File: src/rtl/hws_pkg.sv
// Haptic waveform sequencer package: transaction payload types, controller and
// datapath interface structs, function and register codes, gain constants.
// No dependencies.
`timescale 1ns / 1ps

package hws_pkg;

	localparam int MAX_ENTRIES_DEF = 32;

	localparam int CFG_INDEX_W = 2;
	localparam int CFG_DATA_W  = 6;

	localparam logic [CFG_INDEX_W-1:0] REG_PATTERN_LENGTH = 2'd0;
	localparam logic [CFG_INDEX_W-1:0] REG_REPEAT_FROM    = 2'd1;
	localparam logic [CFG_INDEX_W-1:0] REG_INTENSITY      = 2'd2;

	localparam logic [1:0] FUNC_WRITE = 2'd0;
	localparam logic [1:0] FUNC_START = 2'd1;
	localparam logic [1:0] FUNC_TICK  = 2'd2;
	localparam logic [1:0] FUNC_STOP  = 2'd3;

	localparam logic [1:0] INTENSITY_OFF  = 2'd0;
	localparam logic [1:0] INTENSITY_LOW  = 2'd1;
	localparam logic [1:0] INTENSITY_MED  = 2'd2;
	localparam logic [1:0] INTENSITY_HIGH = 2'd3;

	localparam logic [14:0] GAIN_LOW   = 15'd16383;
	localparam logic [14:0] GAIN_RESET = 15'h7fff;

	typedef struct packed {
		logic [1:0]  func;
		logic [4:0]  entry_index;
		logic [15:0] entry_duration_ms;
		logic [7:0]  entry_amplitude;
	} item_t;

	typedef struct packed {
		logic        drive_on;
		logic [14:0] drive_magnitude;
		logic        playing;
		logic [4:0]  entry_now;
		logic [15:0] remaining_ms;
		logic        refused;
	} result_t;

	typedef struct packed {
		logic accept;
		logic wr_entry;
		logic refuse;
		logic halt;
		logic scan_init;
		logic keep_set;
		logic ptr_inc;
		logic adv_init;
		logic tick_dec;
		logic tick_adv;
		logic jump;
		logic visit;
		logic out_load;
	} dp_cmd_t;

	typedef struct packed {
		logic intensity_off;
		logic repeat_neg;
		logic active;
		logic time_zero;
		logic ptr_in_range;
		logic scan_hit;
		logic dur_nonzero;
		logic loop_valid;
		logic steps_done;
	} dp_status_t;

endpackage

File: src/rtl/hws_ctrl.sv
// Haptic waveform sequencer controller: transaction handshakes and the state
// machine that sequences the datapath. Depends on hws_pkg.
`timescale 1ns / 1ps

module hws_ctrl import hws_pkg::*; (
	input  logic       clk,
	input  logic       arst_n,
	input  logic       item_valid,
	output logic       item_ready,
	input  logic [1:0] func,
	output logic       result_valid,
	input  logic       result_ready,
	output dp_cmd_t    cmd,
	input  dp_status_t st
);

	localparam logic [2:0] ST_IDLE      = 3'd0;
	localparam logic [2:0] ST_TICK      = 3'd1;
	localparam logic [2:0] ST_SCAN      = 3'd2;
	localparam logic [2:0] ST_SCAN_EV   = 3'd3;
	localparam logic [2:0] ST_ADV_START = 3'd4;
	localparam logic [2:0] ST_ADV       = 3'd5;
	localparam logic [2:0] ST_EVAL      = 3'd6;
	localparam logic [2:0] ST_FINISH    = 3'd7;

	logic [2:0] state_q;
	logic [2:0] state_nxt;
	logic       out_valid_q;

	assign item_ready   = (state_q == ST_IDLE);
	assign result_valid = out_valid_q;

	always_comb begin
		cmd       = '0;
		state_nxt = state_q;
		unique case (state_q)
			ST_IDLE: begin
				if (item_valid) begin
					cmd.accept = 1'b1;
					unique case (func)
						FUNC_WRITE: begin
							cmd.wr_entry = 1'b1;
							state_nxt    = ST_FINISH;
						end
						FUNC_START: begin
							if (st.intensity_off) begin
								cmd.refuse = 1'b1;
								state_nxt  = ST_FINISH;
							end else begin
								cmd.scan_init = 1'b1;
								state_nxt     = st.repeat_neg ? ST_ADV_START : ST_SCAN;
							end
						end
						FUNC_TICK: begin
							if (st.active) begin
								cmd.tick_dec = 1'b1;
								state_nxt    = ST_TICK;
							end else begin
								state_nxt = ST_FINISH;
							end
						end
						FUNC_STOP: begin
							cmd.halt  = 1'b1;
							state_nxt = ST_FINISH;
						end
						default: state_nxt = ST_FINISH;
					endcase
				end
			end
			ST_TICK: begin
				if (st.time_zero) begin
					cmd.tick_adv = 1'b1;
					state_nxt    = ST_ADV;
				end else begin
					state_nxt = ST_FINISH;
				end
			end
			ST_SCAN: begin
				state_nxt = st.ptr_in_range ? ST_SCAN_EV : ST_ADV_START;
			end
			ST_SCAN_EV: begin
				if (st.scan_hit) begin
					cmd.keep_set = 1'b1;
					state_nxt    = ST_ADV_START;
				end else begin
					cmd.ptr_inc = 1'b1;
					state_nxt   = ST_SCAN;
				end
			end
			ST_ADV_START: begin
				cmd.adv_init = 1'b1;
				state_nxt    = ST_ADV;
			end
			ST_ADV: begin
				if (st.steps_done) begin
					cmd.halt  = 1'b1;
					state_nxt = ST_FINISH;
				end else if (st.ptr_in_range) begin
					state_nxt = ST_EVAL;
				end else if (!st.loop_valid) begin
					cmd.halt  = 1'b1;
					state_nxt = ST_FINISH;
				end else begin
					cmd.jump = 1'b1;
				end
			end
			ST_EVAL: begin
				cmd.visit = 1'b1;
				state_nxt = st.dur_nonzero ? ST_FINISH : ST_ADV;
			end
			ST_FINISH: begin
				if (!out_valid_q || result_ready) begin
					cmd.out_load = 1'b1;
					state_nxt    = ST_IDLE;
				end
			end
			default: state_nxt = ST_IDLE;
		endcase
	end

	always_ff @(posedge clk or negedge arst_n) begin
		if (!arst_n) begin
			state_q     <= ST_IDLE;
			out_valid_q <= 1'b0;
		end else begin
			state_q <= state_nxt;
			if (cmd.out_load) begin
				out_valid_q <= 1'b1;
			end else if (result_ready) begin
				out_valid_q <= 1'b0;
			end
		end
	end

endmodule

File: src/rtl/hws_dp.sv
// Haptic waveform sequencer datapath: pattern memory, configuration registers,
// play state, amplitude scaling and gain, result register. Depends on hws_pkg.
`timescale 1ns / 1ps

module hws_dp import hws_pkg::*; #(
	parameter int MAX_ENTRIES = MAX_ENTRIES_DEF
) (
	input  logic                   clk,
	input  logic                   arst_n,
	input  item_t                  item,
	input  logic                   cfg_we,
	input  logic [CFG_INDEX_W-1:0] cfg_index,
	input  logic [CFG_DATA_W-1:0]  cfg_wdata,
	input  dp_cmd_t                cmd,
	output dp_status_t             st,
	output result_t                result
);

	localparam int AW  = $clog2(MAX_ENTRIES);
	localparam int NW  = $clog2(MAX_ENTRIES + 1);
	localparam int CW  = (NW > 6) ? NW : 6;
	localparam int SW  = $clog2(2 * MAX_ENTRIES + 5);
	localparam int MAX_STEPS = 2 * MAX_ENTRIES + 4;

	function automatic logic [7:0] scale_amp(input logic [1:0] inten, input logic [7:0] a);
		logic [9:0]  x;
		logic [17:0] p;
		logic [7:0]  s;
		x = {1'b0, a, 1'b0} + 10'(a);
		p = 18'(x) * 18'd205;
		case (inten)
			INTENSITY_LOW:  s = p[18-1:11] == 7'd0 ? 8'd0 : 8'(p[17:11]);
			INTENSITY_MED:  s = p[17:10];
			INTENSITY_HIGH: s = a;
			default:        s = 8'd255;
		endcase
		return s;
	endfunction

	function automatic logic [14:0] gain_of(input logic [7:0] s);
		logic [15:0] y;
		logic [15:0] q;
		y = {2'b00, s, 6'b000000};
		q = (y + 16'd1 + (y >> 8)) >> 8;
		return GAIN_LOW + y[14:0] + q[14:0];
	endfunction

	logic [23:0]     mem [MAX_ENTRIES];
	logic [15:0]     rd_dur_q;
	logic [7:0]      rd_amp_q;

	logic [5:0]      pattern_length_q;
	logic [5:0]      repeat_from_q;
	logic [1:0]      intensity_q;

	logic [CW-1:0]   ptr_q;
	logic [CW-1:0]   loop_idx_q;
	logic            loop_valid_q;
	logic            keep_q;
	logic [SW-1:0]   steps_q;
	logic [AW-1:0]   pos_q;
	logic [15:0]     time_q;
	logic            active_q;
	logic            motor_q;
	logic [14:0]     gain_q;
	logic            refused_q;
	result_t         result_q;

	logic [CW-1:0]   used_len;
	logic [7:0]      scaled;
	logic            wr_ok;

	assign used_len = (CW'(pattern_length_q) > CW'(MAX_ENTRIES)) ? CW'(MAX_ENTRIES)
		: CW'(pattern_length_q);
	assign scaled   = scale_amp(intensity_q, rd_amp_q);
	assign wr_ok    = CW'(item.entry_index) < CW'(MAX_ENTRIES);

	assign st.intensity_off = (intensity_q == INTENSITY_OFF);
	assign st.repeat_neg    = repeat_from_q[5];
	assign st.active        = active_q;
	assign st.time_zero     = (time_q == 16'd0);
	assign st.ptr_in_range  = (ptr_q < used_len);
	assign st.scan_hit      = (rd_dur_q != 16'd0) && (rd_amp_q != 8'd0);
	assign st.dur_nonzero   = (rd_dur_q != 16'd0);
	assign st.loop_valid    = loop_valid_q;
	assign st.steps_done    = (steps_q == SW'(MAX_STEPS));

	assign result = result_q;

	always_ff @(posedge clk) begin
		if (cmd.wr_entry && wr_ok) begin
			mem[AW'(item.entry_index)] <= {item.entry_duration_ms, item.entry_amplitude};
		end
		{rd_dur_q, rd_amp_q} <= mem[ptr_q[AW-1:0]];
	end

	always_ff @(posedge clk or negedge arst_n) begin
		if (!arst_n) begin
			pattern_length_q <= '0;
			repeat_from_q    <= '1;
			intensity_q      <= INTENSITY_OFF;
		end else if (cfg_we) begin
			unique case (cfg_index)
				REG_PATTERN_LENGTH: pattern_length_q <= cfg_wdata;
				REG_REPEAT_FROM:    repeat_from_q    <= cfg_wdata;
				REG_INTENSITY:      intensity_q      <= cfg_wdata[1:0];
				default: ;
			endcase
		end
	end

	always_ff @(posedge clk or negedge arst_n) begin
		if (!arst_n) begin
			ptr_q        <= '0;
			loop_idx_q   <= '0;
			loop_valid_q <= 1'b0;
			keep_q       <= 1'b0;
			steps_q      <= '0;
			pos_q        <= '0;
			time_q       <= '0;
			active_q     <= 1'b0;
			motor_q      <= 1'b0;
			gain_q       <= GAIN_RESET;
			refused_q    <= 1'b0;
		end else begin
			if (cmd.accept) begin
				refused_q <= cmd.refuse;
			end
			if (cmd.refuse || cmd.halt) begin
				active_q <= 1'b0;
				motor_q  <= 1'b0;
				time_q   <= '0;
			end
			if (cmd.refuse) begin
				pos_q <= '0;
			end
			if (cmd.scan_init) begin
				ptr_q  <= CW'(repeat_from_q[4:0]);
				keep_q <= 1'b0;
			end
			if (cmd.keep_set) begin
				keep_q <= 1'b1;
			end
			if (cmd.ptr_inc) begin
				ptr_q <= ptr_q + 1'b1;
			end
			if (cmd.adv_init) begin
				ptr_q        <= '0;
				steps_q      <= '0;
				active_q     <= 1'b1;
				loop_valid_q <= keep_q;
				loop_idx_q   <= CW'(repeat_from_q[4:0]);
			end
			if (cmd.tick_dec && time_q != 16'd0) begin
				time_q <= time_q - 16'd1;
			end
			if (cmd.tick_adv) begin
				ptr_q   <= CW'(pos_q) + 1'b1;
				steps_q <= '0;
			end
			if (cmd.jump) begin
				ptr_q   <= loop_idx_q;
				steps_q <= steps_q + 1'b1;
			end
			if (cmd.visit) begin
				pos_q   <= ptr_q[AW-1:0];
				steps_q <= steps_q + 1'b1;
				if (rd_dur_q != 16'd0) begin
					time_q <= rd_dur_q;
					if (scaled != 8'd0) begin
						motor_q <= 1'b1;
						gain_q  <= gain_of(scaled);
					end else begin
						motor_q <= 1'b0;
					end
				end else begin
					motor_q <= 1'b0;
					ptr_q   <= ptr_q + 1'b1;
				end
			end
		end
	end

	always_ff @(posedge clk) begin
		if (cmd.out_load) begin
			result_q.drive_on        <= motor_q;
			result_q.drive_magnitude <= gain_q;
			result_q.playing         <= active_q;
			result_q.entry_now       <= 5'(pos_q);
			result_q.remaining_ms    <= active_q ? time_q : 16'd0;
			result_q.refused         <= refused_q;
		end
	end

endmodule

File: src/rtl/haptic_waveform_sequencer_core.sv
// Haptic waveform sequencer top level: joins the controller and the datapath.
// Depends on hws_pkg, hws_ctrl and hws_dp.
//
// Usage: items (write entry, start, 1 ms tick, stop) arrive on the item
// valid/ready channel; each accepted item yields exactly one result on the
// result valid/ready channel, carrying drive state, gain, playing flag,
// current entry, remaining time and the start-refused flag.
// Configuration (pattern length, repeat point, intensity) is written through
// cfg_we/cfg_index/cfg_wdata with no wait; the user must write it only while
// no item is in flight, as the block does not enforce this. Write, stop,
// refused start and idle tick go straight to the result; a tick that does not
// end an entry passes through the tick state first. A start with a repeat
// point scans from it to the first sounding entry, then advances; an advance
// visits entries in order, jumping back to the repeat point past the end, at
// most 2*MAX_ENTRIES+4 steps. The pattern memory has one registered read port.
// One item is processed at a time; a new item is accepted once the previous
// result is in the output register, even if that result is not yet taken.
// A stalled receiver holds the result; the next result waits behind it.
// Reset: not playing, drive off, gain 32767, length 0, no repeat point,
// intensity off. Pattern memory content is undefined until written.
`timescale 1ns / 1ps

module haptic_waveform_sequencer_core import hws_pkg::*; #(
	parameter int MAX_ENTRIES = MAX_ENTRIES_DEF
) (
	input  logic                   clk,
	input  logic                   arst_n,
	input  logic                   item_valid,
	output logic                   item_ready,
	input  item_t                  item,
	output logic                   result_valid,
	input  logic                   result_ready,
	output result_t                result,
	input  logic                   cfg_we,
	input  logic [CFG_INDEX_W-1:0] cfg_index,
	input  logic [CFG_DATA_W-1:0]  cfg_wdata
);

	dp_cmd_t    cmd;
	dp_status_t st;

	hws_ctrl u_ctrl (
		.clk          (clk),
		.arst_n       (arst_n),
		.item_valid   (item_valid),
		.item_ready   (item_ready),
		.func         (item.func),
		.result_valid (result_valid),
		.result_ready (result_ready),
		.cmd          (cmd),
		.st           (st)
	);

	hws_dp #(
		.MAX_ENTRIES (MAX_ENTRIES)
	) u_dp (
		.clk       (clk),
		.arst_n    (arst_n),
		.item      (item),
		.cfg_we    (cfg_we),
		.cfg_index (cfg_index),
		.cfg_wdata (cfg_wdata),
		.cmd       (cmd),
		.st        (st),
		.result    (result)
	);

endmodule

File: config.mk
export PLATFORM = sky130hd
export DESIGN_NAME = haptic_waveform_sequencer_core
export DESIGN_NICKNAME = d
export VERILOG_FILES = /design/src/rtl/hws_pkg.sv /design/src/rtl/hws_ctrl.sv /design/src/rtl/hws_dp.sv /design/src/rtl/haptic_waveform_sequencer_core.sv
export SDC_FILE = /design/constraint.sdc
export NUM_CORES = 1
export LEC_CHECK = 0
export BUFFER_PORTS_ARGS = -buffer_cell sky130_fd_sc_hd__buf_2
export CAP_MARGIN = 40
export CORE_ASPECT_RATIO = 1.75
export CORE_MARGIN = 2
export CORE_UTILIZATION = 67
export CTS_CLUSTER_DIAMETER = 200
export DETAILED_ROUTE_END_ITERATION = 8
export PLACE_DENSITY = 0.83
export SYNTH_ARGS = -nofsm -noshare
export SYNTH_HDL_FRONTEND = slang
export SYNTH_SLANG_ARGS = --single-unit
File: constraint.sdc
create_clock -name clk -period 17.77 [get_ports clk]
set_input_delay 1.777 -clock clk [delete_from_list [all_inputs] [get_ports clk]]
set_output_delay 1.777 -clock clk [all_outputs]
set_load 0.02 [all_outputs]
==> impl_metrics.xml <==
<?xml version="1.0" encoding="UTF-8"?>
<metrics>
  <group name="cells_and_area">
    <metric name="fillers" unit="">2982</metric>
    <metric name="syn_to_final_growth" unit="%">12.1</metric>
    <metric name="post_route_cells_drive_above_1_share" unit="%">27.0</metric>
    <metric name="layout.nets" unit="">2372</metric>
  </group>
  <group name="logic_synthesis">
    <metric name="synth_enable_flop_cells" unit="">807</metric>
    <metric name="synth_area_per_cell" unit="sq um">18.4</metric>
    <metric name="synth_area" unit="sq mm">0.0384</metric>
    <metric name="synth_async_sr_flop_share" unit="%">8.48</metric>
    <metric name="ys_seq_area_share" unit="%">69.4</metric>
    <metric name="yosys.cell_types.count" unit="">86</metric>
    <metric name="postSynthNetCount" unit="">2242</metric>
    <metric name="synth_top_flop_cell" unit="">edfxtp_1</metric>
    <metric name="yosys_warnings" unit="">0</metric>
    <metric name="synth_seq_cells" unit="">908</metric>
    <metric name="syn_inst" unit="">2084</metric>
  </group>
  <group name="global_routing">
    <metric name="first_global_vias" unit="">21500</metric>
    <metric name="globalRouteTotalUtil" unit="%">33.8</metric>
    <metric name="grt_first_pass_wirelength" unit="mm">141</metric>
    <metric name="pin_count_of_the_biggest_net_entering_global_routing" unit="">140</metric>
    <metric name="antenna_found_initial" unit="">4</metric>
    <metric name="global_route.overflow_total" unit="">0</metric>
  </group>
  <group name="worst_setup_path">
    <metric name="cp_dominant_cell_by_count" unit="">ha_1</metric>
    <metric name="critical_path.reg2reg.endpoint" unit="">u_dp.gain_q[12]</metric>
    <metric name="crit_path_top_delay_cell" unit="">xnor2_1</metric>
    <metric name="timing.rr.start" unit="">u_dp.rd_amp_q[2]</metric>
    <metric name="worstPathRequired" unit="ns">18.32</metric>
    <metric name="path_class" unit="">flip-flop to flip-flop</metric>
    <metric name="reg2reg_depth" unit="">32</metric>
    <metric name="reg2reg_slack" unit="ns">8.79</metric>
    <metric name="worstSetupStartpointType" unit="">flip-flop</metric>
    <metric name="worstPathArrival" unit="ns">9.53</metric>
    <metric name="max_stage_delay" unit="ns">0.71</metric>
    <metric name="cp_bufs_invs" unit="">3</metric>
    <metric name="timing.critical_path.to_type" unit="">flip-flop</metric>
    <metric name="worstPathMaxFanout" unit="">10</metric>
    <metric name="critical-path-top-delay-family" unit="">adder cells</metric>
  </group>
  <group name="floorplan">
    <metric name="coreArea" unit="sq mm">0.0569</metric>
    <metric name="floorplan.die.width" unit="um">185</metric>
    <metric name="ioPinCount" unit="">85</metric>
    <metric name="fp-row-count" unit="">116</metric>
    <metric name="fp.dieArea" unit="sq mm">0.0594</metric>
    <metric name="start_util" unit="%">67.6</metric>
    <metric name="fp.dieH" unit="um">321</metric>
  </group>
  <group name="clock_network">
    <metric name="numClockSinks" unit="">908</metric>
    <metric name="cts-buffers-inserted" unit="">78</metric>
    <metric name="cts-root-buf" unit="">clkbuf_16</metric>
    <metric name="cts_h_tree_depth" unit="">3</metric>
    <metric name="cts_hold_buf" unit="">0</metric>
    <metric name="clkSlewWorstSetupHoldPaths" unit="ns">0.07</metric>
    <metric name="cts_resized" unit="">0</metric>
    <metric name="cts_tree" unit="">built</metric>
    <metric name="postCtsSetupBuffers" unit="">0</metric>
    <metric name="cts.path.max_buffers" unit="">3</metric>
    <metric name="clock_latency" unit="ns">0.64</metric>
  </group>
  <group name="sta">
    <metric name="slew-limit-headroom" unit="%">27.9</metric>
    <metric name="period_needed" unit="ns">8.98</metric>
    <metric name="finalSetupViolations" unit="">0</metric>
    <metric name="finalCritPeriodShare" unit="%">50.5</metric>
    <metric name="fin_worst_skew" unit="ns">0.0245</metric>
    <metric name="worst_slew_pin_slew" unit="ns">1.08</metric>
    <metric name="max_freq" unit="GHz">0.111</metric>
    <metric name="final_hold_viol_count" unit="">0</metric>
    <metric name="fin_tns_setup" unit="ns">0</metric>
    <metric name="setup_repair_after_global_routing_missed_its_margin" unit="">no</metric>
    <metric name="finalMaxSlewViolations" unit="">0</metric>
  </group>
  <group name="drt">
    <metric name="drc_marker_count_from_the_first_detailed_route_iteration" unit="">2324</metric>
    <metric name="dr_total_vias" unit="">21000</metric>
    <metric name="wl_per_instance" unit="um">31.6</metric>
    <metric name="initial_drt_pass_iterations" unit="">6</metric>
    <metric name="totalWireLength" unit="mm">96.4</metric>
    <metric name="route.detailed.drc" unit="">0</metric>
    <metric name="routed_via_density" unit="">6.90</metric>
    <metric name="ant_nets" unit="">0</metric>
  </group>
  <group name="worst_hold_path">
    <metric name="worst_hold_path.num_cells" unit="">0</metric>
    <metric name="min-delay-start" unit="">u_dp.motor_q</metric>
    <metric name="min_path_type" unit="">flip-flop to flip-flop</metric>
    <metric name="min_to" unit="">u_dp.result[38]</metric>
  </group>
  <group name="placed_design">
    <metric name="gp_congestion" unit="">0.907</metric>
    <metric name="port-buffer-count" unit="">84</metric>
    <metric name="dp.final_hpwl" unit="mm">57.0</metric>
  </group>
  <group name="run_status">
    <metric name="status" unit="">finished clean</metric>
  </group>
  <group name="flow_run">
    <metric name="maxCapViolCount" unit="">0</metric>
  </group>
</metrics>
[synth_stat cells, types with 5 or more instances]
master	number	area (sq um)
edfxtp_1	807	24200
mux4_2	240	5410
nor2_1	102	383
ha_1	96	1200
nand2_1	92	345
inv_1	83	312
clkbuf_1	60	225
dfrtp_1	56	1400
a21oi_1	46	230
o21ai_0	46	230
mux2_2	45	507
dfxtp_1	24	480
nand3_1	24	120
and2_1	23	144
xnor2_1	23	201
dfstp_2	21	552
buf_1	19	71.3
a31oi_1	18	113
fa_1	18	360
o211ai_1	17	128
xor2_1	15	131
a21o_1	14	105
nor3_1	12	60.1
nand4_1	9	56.3
nor2b_1	9	56.3
nor4_1	9	56.3
nand2b_1	8	50.1
nand3b_1	8	60.1
o21a_1	8	60.1
mux2i_1	7	70.1
or3_1	7	43.8
and3_1	6	37.5
nor3b_1	6	45.0
a211o_1	5	43.8
a211oi_1	5	37.5
a22o_1	5	43.8
o31ai_1	5	37.5
[cell type report]
type                            instances  area, sq um  share of cell area, %
Antenna cell                            4         10.0                 0.0232
Inverter                               85          322                  0.747
Sequential cell                       908        26700                   61.9
Multi-Input combinational cell       1003        11300                   26.3
Tap cell                              767          960                   2.23
Clock buffer                          103         2070                   4.80
Clock inverter                         41          465                   1.08
Timing Repair Buffer                  138         1230                   2.85
[registers in the layout, indices dropped and copies added, names as in the netlist]
| name | flops |
|---|---|
| u_dp.mem | 768 |
| u_dp.result | 39 |
| u_dp.rd_dur_q | 16 |
| u_dp.time_q | 16 |
| u_dp.gain_q | 15 |
| u_dp.rd_amp_q | 8 |
| u_dp.steps_q | 7 |
| u_dp.pattern_length_q | 6 |
| u_dp.ptr_q | 6 |
| u_dp.repeat_from_q | 6 |
| u_dp.loop_idx_q | 5 |
| u_dp.pos_q | 5 |
| u_ctrl.state_q | 3 |
| u_dp.intensity_q | 2 |
| u_ctrl.result_valid | 1 |
| u_dp.active_q | 1 |
| u_dp.keep_q | 1 |
| u_dp.loop_valid_q | 1 |
| u_dp.motor_q | 1 |
| u_dp.refused_q | 1 |
[per-layer routing]
| metal | track usage, % | wire (um) | vias up |
|---|---|---|---|
| li1 | - | - | 8590 |
| met1 | 40.0 | 31700 | 10700 |
| met2 | 58.8 | 51300 | 1414 |
| met3 | 5.99 | 7520 | 323 |
| met4 | 18.5 | 5890 | 4 |
| met5 | 0 | 25 | - |
[per-stage QoR]
stage          instance area (sq um)  setup WS, ns  std cells  hold slack [ns]  utilization [%]
5_1_grt                        43100          8.02       3045            0.476             75.7
2_1_floorplan                  38400          9.80       2084            0.425                -
6_report                       43100          8.79       3049            0.457             75.7
3_5_place_dp                   40500          8.84       2899            0.442             71.2
3_3_place_gp                   39900          9.06       2875            0.443             70.2
4_1_cts                        43000          8.80       3043            0.457             75.6
[worst reg2reg max path: cells and delay by family, from the launching register on]
kind | cells | cell delay (ns)
AOI/OAI and AO/OA | 14 | 2.94
buffers and inverters | 3 | 0.30
and+or+nand+nor | 5 | 1.11
adders and majority gates | 8 | 3.22
DFF | 1 | 0.48
xor gates and xnor gates | 2 | 0.87
[cells in the final DEF (no fill, tap or decap), types with 12 or more instances in the layout]
cell	n
mux2_2	45
nor2_4	33
a21o_1	14
clkinv_2	12
clkbuf_16	79
nand2_1	92
a31oi_1	18
xnor2_1	23
fa_1	18
o21ai_0	46
ha_1	96
dfxtp_1	24
buf_12	13
xor2_1	15
edfxtp_1	807
mux4_2	240
dfrtp_1	52
nor3_1	12
nor2_1	69
nand3_1	24
a21oi_1	46
and2_1	23
o211ai_1	17
buf_4	29
inv_1	83
dfstp_2	21
clkbuf_1	24
buf_2	83
[cell families (layout without fill, tap and decap cells)]
group | count (synthesis) | in the layout | synth area share [%]
adders and majority gates | 114 | 114 | 4.06
AOI/OAI and AO/OA | 220 | 220 | 3.99
DFF | 908 | 908 | 69.4
other | 0 | 4 | 0
and+or+nand+nor | 337 | 337 | 4.26
muxes | 292 | 292 | 15.6
xor gates and xnor gates | 40 | 40 | 0.980
buffers and inverters | 173 | 367 | 1.76
[how the worst max path moves through the flow]
stage                     slack [ns]         endpoint  depth (start not counted)              from
after global placement          9.06  u_dp.gain_q[12]                         32  u_dp.rd_amp_q[2]
final                           8.79  u_dp.gain_q[12]                         32  u_dp.rd_amp_q[2]
after detailed placement        8.84  u_dp.gain_q[12]                         32  u_dp.rd_amp_q[2]
after global routing            8.02  u_dp.gain_q[12]                         32  u_dp.rd_amp_q[2]
after CTS                       8.80  u_dp.gain_q[12]                         32  u_dp.rd_amp_q[2]
after floorplan                 9.80  u_dp.gain_q[12]                         33  u_dp.rd_amp_q[0]
Power is left out: the tool's default activity adds up to more than one toggle a clock period on the data nets, which glitch-free logic cannot reach.
